===== config.mk =====
export PLATFORM = sky130hd
export DESIGN_NAME = uke_relax
export DESIGN_NICKNAME = d
export VERILOG_FILES = /design/src/sv/unbounded_knapsack_engine_macros.svh /design/src/sv/uke_pkg.sv /design/src/sv/uke_relax.sv
export SDC_FILE = /design/constraint.sdc
export NUM_CORES = 1
export LEC_CHECK = 0
export ABC_AREA = 1
export ABC_CLOCK_PERIOD_IN_PS = 4430
export BUFFER_PORTS_ARGS = -buffer_cell sky130_fd_sc_hd__buf_4
export CAP_MARGIN = 0
export CORE_ASPECT_RATIO = 0.6
export CORE_MARGIN = 3
export CORE_UTILIZATION = 35
export DETAILED_ROUTE_END_ITERATION = 10
export SYNTH_ARGS = -nofsm -noshare
export SYNTH_HDL_FRONTEND = slang
export SYNTH_SLANG_ARGS = --single-unit

===== constraint.sdc =====
create_clock -name vclk -period 4.43
set_input_delay 0.6645 -clock vclk [all_inputs]
set_output_delay 0.6645 -clock vclk [all_outputs]
set_load 0.05 [all_outputs]

===== src/sv/unbounded_knapsack_engine_macros.svh =====
// assertion macros for the unbounded knapsack engine
`ifndef UNBOUNDED_KNAPSACK_ENGINE_MACROS_SVH
`define UNBOUNDED_KNAPSACK_ENGINE_MACROS_SVH

// same-cycle implication, checked outside reset
`define UKE_ASSERT_NOW(label, ante, cons) \
    label: assert property (@(posedge i_clk) disable iff (!i_rst_n) \
        (ante) |-> (cons)) else $error("knapsack engine check failed");

// next-cycle implication, checked outside reset
`define UKE_ASSERT_NEXT(label, ante, cons) \
    label: assert property (@(posedge i_clk) disable iff (!i_rst_n) \
        (ante) |=> (cons)) else $error("knapsack engine check failed");

`endif


===== src/sv/uke_pkg.sv =====
// shared constants and types for the unbounded knapsack engine
`timescale 1ns / 1ps
`default_nettype none

package uke_pkg;

    // table geometry and value width
    localparam int TABLE_DEPTH     = 1024;
    localparam int ADDR_BITS       = $clog2(TABLE_DEPTH);
    localparam int VALUE_BITS      = 16;

    // fixed field widths
    localparam int WEIGHT_BITS     = 10;
    localparam int ITEM_VALUE_BITS = 16;
    localparam int CAP_BITS        = 10;
    localparam int DATA_BITS       = 32;

    // item value mask
    localparam logic [ITEM_VALUE_BITS-1:0] VALUE_MASK =
        ITEM_VALUE_BITS'((64'd1 << VALUE_BITS) - 64'd1);

    typedef logic [ADDR_BITS-1:0] t_addr;
    typedef logic [DATA_BITS-1:0] t_data;

    localparam t_addr ADDR_MAX = t_addr'(TABLE_DEPTH - 1);

    // table access request from the sequencer
    typedef struct packed {
        logic  we;
        t_addr waddr;
        t_data wdata;
        t_addr raddr_a;
        t_addr raddr_b;
    } t_tbl_req;

    // registered table read data
    typedef struct packed {
        t_data q_a;
        t_data q_b;
    } t_tbl_rsp;

endpackage

`default_nettype wire


===== src/sv/uke_relax.sv =====
// shared relax unit: saturating add of item value and compare against entry
`timescale 1ns / 1ps
`default_nettype none

module uke_relax
    import uke_pkg::*;
(
    input  wire logic [ITEM_VALUE_BITS-1:0] i_value,
    input  wire t_data                      i_cur,
    input  wire t_data                      i_base,
    output t_data                           o_best,
    output logic                            o_ovf
);

    logic [DATA_BITS:0] sum;
    t_data              cand;

    // candidate with saturation at all ones
    always_comb begin
        sum    = {1'b0, i_base} + (DATA_BITS + 1)'(i_value);
        o_ovf  = sum[DATA_BITS];
        cand   = o_ovf ? '1 : sum[DATA_BITS-1:0];
        o_best = (cand > i_cur) ? cand : i_cur;
    end

endmodule

`default_nettype wire


Word level (Yosys, flattened, before mapping)
Index checks and enable logic that the tools add are counted.
{"block": "classes", "n_div": 0, "shifts": 0, "magnitude_cmp": 1, "n_bitwise": 0, "reduce_logical": 0, "add_sub_neg": 1, "n_mux": 2, "mul": 0, "eq_ne": 0}
{"operator": "$mux W32", "count": 2}
{"operator": "$add A32 B16 Y33", "count": 1}
{"operator": "$gt A32 B32 Y1", "count": 1}
{"block": "totals", "n_memories": 0, "mem_bits_rw": 0, "regBits": 0, "inputBits": 80, "latchBits": 0, "out_inout_bits": 33, "romBits": 0}

Longest topological paths before layout
Gate-level depths: netlist of run 1.
{"block": "depth", "word_depth": 4, "ltp_mapped": 27, "mapped_depth_nobuf": 26}

Worst setup path after synthesis of run 1
No wires, ideal clock.
{"block": "synth_path", "kind": "in2out", "from": "input i_value[0]", "to": "output o_best[1]", "path_slack_ps": -268, "path_stages": 25, "arrival_time_ps": 4033, "path_cell_list": "ha_1 > fa_1 > nand2_1 > nand2_1 > and2_4 > nand2_2 > nand2_2 > nand2_2 > nand2_4 > nand3_4 > inv_2 > nor2_1 > inv_1 > ha_1 > nand2_1 > inv_1 > nand3_1 > nor2_1 > nand2_1 > nand3_1 > nand2_1 > nand2_1 > nand2_2 > clkbuf_1 > o21ai_1"}
{"block": "synth_via", "elab_chain_len": 4}
{"item": "start: declaration", "line_no": "uke_relax.sv:8", "rtl": "input wire logic [ITEM_VALUE_BITS-1:0] i_value,"}
{"item": "$add A32 B16 Y33 *", "line_no": "uke_relax.sv:20", "rtl": "sum = {1'b0, i_base} + (DATA_BITS + 1)'(i_value);"}
{"item": "via o_ovf", "line_no": "uke_relax.sv:12", "rtl": "output logic o_ovf"}
{"item": "$mux W32 *", "line_no": "uke_relax.sv:22", "rtl": "cand = o_ovf ? '1 : sum[DATA_BITS-1:0];"}
{"item": "$gt A32 B32 Y1", "line_no": "uke_relax.sv:23", "rtl": "o_best = (cand > i_cur) ? cand : i_cur;"}
{"item": "$mux W32 *", "line_no": "uke_relax.sv:23"}
{"item": "end: declaration", "line_no": "uke_relax.sv:11", "rtl": "output t_data o_best,"}
Mark *: on every way through the listed nets, which the timed path passes. The rest lies on a longest branch.

Final worst setup path of run 1
{"block": "layout_path", "from": "input i_value[0]", "to": "output o_best[17]"}
{"block": "layout_via", "elab_chain_len": 4}
{"item": "$add A32 B16 Y33 *", "line_no": "uke_relax.sv:20"}
{"item": "$mux W32 *", "line_no": "uke_relax.sv:22"}
{"item": "$gt A32 B32 Y1", "line_no": "uke_relax.sv:23"}
{"item": "$mux W32 *", "line_no": "uke_relax.sv:23"}
Mark *: on every way between the ends. The rest lies on a longest branch, timed or not.

==> impl_metrics.tcl, run 1 <==
set metrics [dict create \
    cts_hold_buf 0 \
    num_rows 26 \
    synthTopCellsByCount "255 x nand2_1, 113 x inv_1, 48 x ha_1" \
    critPathKind "in2out" \
    fillers 764 \
    synth.most_common_cell "nand2_1" \
    regArea_sq_um 0 \
    p_int_mw 0.459 \
    p_per_area_mw_per_mm2 184 \
    hold_path.class "in2out" \
    initial_core_util_pct 37.1 \
    gp_congestion 0.888 \
    nets 943 \
    path_max_fanout 8 \
    violations "setup timing" \
    ys_top_cells_by_area "nand2_1 30%, ha_1 19%, inv_1 13%, nor2_1 5.4%, nand3_1 5.4%" \
    hold_depth 4 \
    synth_seq_area_share_pct 0 \
    hold_viol 0 \
    synth_top_area_share_pct 29.5 \
    drv_cap 0 \
    seq_power_share_pct 0 \
    rsz0062_at_grt "true" \
    hold_slack_ns 1.67 \
    grt_pass1_vias 4153 \
    grt_max_degree 16 \
    relSlewSlack_pct 75.6 \
    clock_buffers 0 \
    core-area_sq_mm 0.00875 \
    dp_hpwl_mm 10.5 \
    wl_mm 13.3 \
    synth_cell_type_count 32 \
    avgRoutedWirePerCell_um 14.4 \
    cp_slowest_stage_delay_ns 0.35 \
    cpMostUsedCell "nand2_1" \
    irDropWorstVdd_v 0.000114 \
    ys_warn_count 0 \
    nFlopsAndLatches 0 \
    crit_slowest_cell "fa_2" \
    hold_start "i_cur[5]" \
    avgViaCountPerCell 4.93 \
    critPathArrivalTime_ns 4.05 \
    worst_slew_pin_slew_ns 0.364 \
    vias 4555 \
    drt_iter0_drc 423 \
    pwr-share-comb_pct 100.0 \
    pre_cts_ws_ns -0.353 \
    die_y_um 80.6 \
    pin_count 113 \
    status "complete, but fails checks" \
    grt_overflow_total 0 \
    period_needed_ns 4.72 \
    power_frac_clock_pct 0 \
    min_period_over_period_pct 106 \
    ant_nets 0 \
    drt-pass1-iter-count 5 \
    drv_slew 0 \
    p_total_mw 1.05 \
    switching_share_pct 56.2 \
    synth_nets 753 \
    dieArea_sq_mm 0.0105 \
    holdPathEnd "o_best[5]" \
    end_kind "output port" \
    io_buffers 113 \
    synth.avg_cell_area_sq_um 5.20 \
    p_leak_nw 3.28 \
    power_switching_mw 0.589 \
    syn2layout_area_growth_pct 75.8 \
    num_antenna_cells 0 \
    die_w_um 130 \
    syn_area_sq_mm 0.00324 \
    critPathLaunchType "input pin" \
    grt_usage_pct 23.8 \
    grt_pass1_wl_mm 20.4 \
    antenna_found_initial 0 \
    synth_cells 624 \
    fmax_mhz 212 \
    drc 0 \
    setup_viol 32 \
    worst_slack_ns -0.288 \
    crit_required_ns 3.77 \
    drive_above_1_share_pct 39.5 \
    post-synth-top-area-cell "nand2_1" \
]
cells in the final DEF, fill, tap and decap left out, drive strengths merged:
cell,synthesis,final
nand3,56,57
a21oi,25,25
xor2,6,6
clkinv,3,3
and2,1,1
o21ai,17,17
a21boi,2,2
nor3,9,9
or2,7,7
nand2,260,260
xnor2,1,1
ha,48,48
buf,4,194
nor2,49,49
bufbuf,0,1
nor3b,1,1
nand3b,2,2
nand4,10,10
o21a,1,1
inv,117,117
fa,1,1
through the flow:
step / instances / utilization [%] / TNS [ns] / area, sq um
floorplan: 624 / - / -2.38 / 3290
global route: 924 / 65.1 / -11.87 / 5700
detailed placement: 904 / 54.0 / -10.17 / 4720
CTS: 920 / 62.8 / -1.60 / 5490
finish: 924 / 65.1 / -8.08 / 5700
global placement: 904 / 54.0 / -8.16 / 4720
cells by family after synthesis:
family	count (synthesis)	share of synthesized area, %
AO/OA/AOI/OAI	45	7.41
XOR/XNOR	7	1.89
adder cells (fa/ha/maj)	49	19.1
buffers and inverters	128	15.7
AND/OR/NAND/NOR	395	55.8
final cells by class:
type	count	area [sq um]	area share [%]
multi-input combinational	497	3290	57.7
timing repair buffer	195	1810	31.7
tap	112	140	2.46
inverter	120	463	8.12
worst max-delay path, delay by kind of cell:
family | cells | cell delay [ns]
AND/OR/NAND/NOR | 17 | 1.53
buffers and inverters | 6 | 0.88
AO/OA/AOI/OAI | 1 | 0.18
adder cells (fa/ha/maj) | 3 | 0.79
repair_timing:
action / 4_1_cts / 5_1_grt
gates resized for setup: 129 / 45
endpoints found under the setup margin: 32 / 32
pin swaps: 21 / 17
gates cloned: 5 / 0
setup buffers: 11 / 6
power by group through the flow:
| stage | Sequential [mW] | Clock, mW | Combinational, mW |
|---|---|---|---|
| final | 0 | 0 | 1.05 |
| after global routing | 0 | 0 | 1.12 |
| after CTS | 0 | 0 | 0.986 |
| after detailed placement | 0 | 0 | 0.835 |
| after global placement | 0 | 0 | 0.822 |
| after floorplan | 0 | 0 | 0.503 |
how the worst max path moves through the flow:
stage | start | slack, ns | endpoint | cells past startpoint
2_1_floorplan | i_value[0] | -0.08 | o_best[10] | 24
6_report | i_value[0] | -0.29 | o_best[17] | 27
4_1_cts | i_value[0] | -0.08 | o_best[10] | 26
3_3_place_gp | i_value[0] | -0.28 | o_best[1] | 25
3_5_place_dp | i_value[0] | -0.35 | o_best[7] | 25
5_1_grt | i_value[8] | -0.41 | o_best[9] | 24
routing by layer:
layer / vias to the layer above / global-route usage, % / share of wire [%]
met5: - / 0 / 0
met4: 0 / 1.56 / 0.73
met3: 10 / 0.598 / 6.2
met2: 201 / 36.7 / 42
met1: 2027 / 37.6 / 51
li1: 2317 / - / -
No activity file was read; power rests on OpenSTA's default activity.
==> run 2, diff against run 1 <==
Settings changed: ABC_AREA 1 to unset.
==> impl_metrics.tcl, run 2 <==
set metrics [dict create \
    initial_core_util_pct 37.4 \
    wl_met3_mm 1.00 \
    syn2layout_area_growth_pct 120 \
    num_rows 23 \
    final_cell_area_sq_mm 0.00568 \
    ant_nets 0 \
    worst-path-buf-inv 6 \
    p_leak_nw 2.78 \
    gp_congestion 0.935 \
    placed_area_sq_mm 0.00494 \
    cp_slowest_stage_delay_ns 0.41 \
    dp_hpwl_mm 9.70 \
    worst_slack_ns -1.03 \
    critPathKind "in2out" \
    crit_slowest_cell "nor4_4" \
    power_frac_clock_pct 0 \
    crit_required_ns 3.77 \
    drt_iter0_drc 281 \
    violations "setup timing" \
    pin_count 113 \
    switching_share_pct 53.1 \
    crit_chain "buf_6 -> ha_4 -> fa_2 -> a211oi_4 -> o211ai_2 -> nand4_4 -> a31oi_4 -> nand4_1 -> buf_4 -> buf_4 -> nand3_2 -> ha_4 -> nand4_1 -> nor4_4 -> and3_4 -> o2bb2ai_4 -> a21oi_4 -> buf_6 -> inv_12 -> mux2_4 -> buf_6" \
    cp_top_family "simple AND/OR/NAND/NOR gates" \
    top_layer_used "met4" \
    p_int_mw 0.497 \
    p_per_area_mw_per_mm2 187 \
    grt_usage_pct 27.0 \
    rsz0062_at_grt "true" \
    die_w_um 117 \
    cts_hold_buf 0 \
    post-synth-top-area-cell "ha_1" \
    wl_mm 12.6 \
    p_total_mw 1.06 \
    synthTopCellsByCount "48 x ha_1, 43 x nand2_1, 39 x inv_1" \
    regArea_sq_um 0 \
    io_buffers 113 \
    nets 748 \
    drv_cap 0 \
    hold_path.class "in2out" \
    hold_slack_ns 1.67 \
    antenna_found_initial 0 \
    drive_above_1_share_pct 59.2 \
    num_antenna_cells 0 \
    status "complete, but fails checks" \
    relSlewSlack_pct 61.2 \
    wl_met1_mm 5.91 \
    avgRoutedWirePerCell_um 17.9 \
    critPathArrivalTime_ns 4.79 \
    pwr-share-comb_pct 100.0 \
    synth_nets 500 \
    dp_cells 684 \
    cpMostUsedCell "buf_6" \
    hold_viol 0 \
    grt_max_degree 14 \
    setup_viol 32 \
    irDropWorstVdd_v 0.000108 \
    pre_cts_ws_ns -1.26 \
    vias 3874 \
    syn_area_sq_mm 0.00258 \
    fmax_mhz 183 \
    synth_cells 371 \
    end_kind "output port" \
    worst_slew_pin_slew_ns 0.578 \
    period_needed_ns 5.46 \
    power_switching_mw 0.563 \
    wl_met2_mm 5.60 \
    drc 0 \
    grt_pass1_vias 3671 \
    ys_warn_count 0 \
    die_y_um 72.6 \
    seq_power_share_pct 0 \
    instances_no_fill 704 \
    ys_top_cells_by_area "ha_1 23%, a21oi_1 7.2%, mux2_2 6.5%, nand2_1 6.2%, inv_1 5.7%" \
    path_max_fanout 13 \
    synth_top_area_share_pct 23.2 \
    grt_pass1_wl_mm 18.4 \
    mostFrequentLayoutCells "201 x buf_4, 44 x buf_6, 39 x inv_1" \
    nFlopsAndLatches 0 \
    avgViaCountPerCell 5.50 \
    synth_cell_type_count 61 \
    grt_overflow_total 0 \
    synth.most_common_cell "ha_1" \
    synth.avg_cell_area_sq_um 6.97 \
    dieArea_sq_mm 0.00849 \
    final_common_cell "buf_4" \
    drt-pass1-iter-count 5 \
    fillers 456 \
    drv_slew 0 \
    min_period_over_period_pct 123 \
    core-area_sq_mm 0.00691 \
    synth_seq_area_share_pct 0 \
    clock_buffers 0 \
    critPathLaunchType "input pin" \
]
run 2: worst paths after layout:
kind | endpoint | cells after the start | start
max | o_best[30] | 21 | i_value[0]
min | o_best[27] | 4 | i_cur[27]
run 2: final cells by class:
type                       instances  area [sq um]  area share (%)
tap                               87           109            1.92
inverter                          40           163            2.86
timing repair buffer             255          2180            38.5
multi-input combinational        322          3220            56.8
run 2: cells by family (layout without fill, tap and decap cells):
family | after synthesis | in the layout | share of synthesized area, %
xor gates and xnor gates | 14 | 14 | 4.74
AOI/OAI and AO/OA | 115 | 115 | 31.1
and+or+nand+nor | 129 | 129 | 26.3
muxes | 15 | 15 | 6.53
adders and majority gates | 49 | 49 | 24.0
buffers and inverters | 49 | 295 | 7.31
run 2: through the flow:
stage,utilization [%],setup TNS (ns)
after floorplan,-,-14.78
after global placement,71.5,-32.63
after detailed placement,71.5,-34.71
after CTS,78.5,-27.74
after global routing,82.2,-35.54
final,82.2,-31.57
run 2: repair_timing:
item                       in CTS  in global routing
buffers inserted               13                  5
resized for setup              84                 38
setup endpoints to repair      32                 32
cloned                          1                  1
pin swaps                      29                 15
run 2: routing by layer:
layer	vias to the layer above	track usage, %
li1	1882	-
met1	1779	42.2
met2	199	41.5
met3	14	2.15
met4	0	2.29
met5	-	0
run 2: power by group through the flow:
stage / combinational, mW / sequential, mW / clock, mW
after global placement: 0.874 / 0 / 0
after detailed placement: 0.884 / 0 / 0
after floorplan: 0.552 / 0 / 0
final: 1.06 / 0 / 0
after global routing: 1.12 / 0 / 0
after CTS: 0.986 / 0 / 0
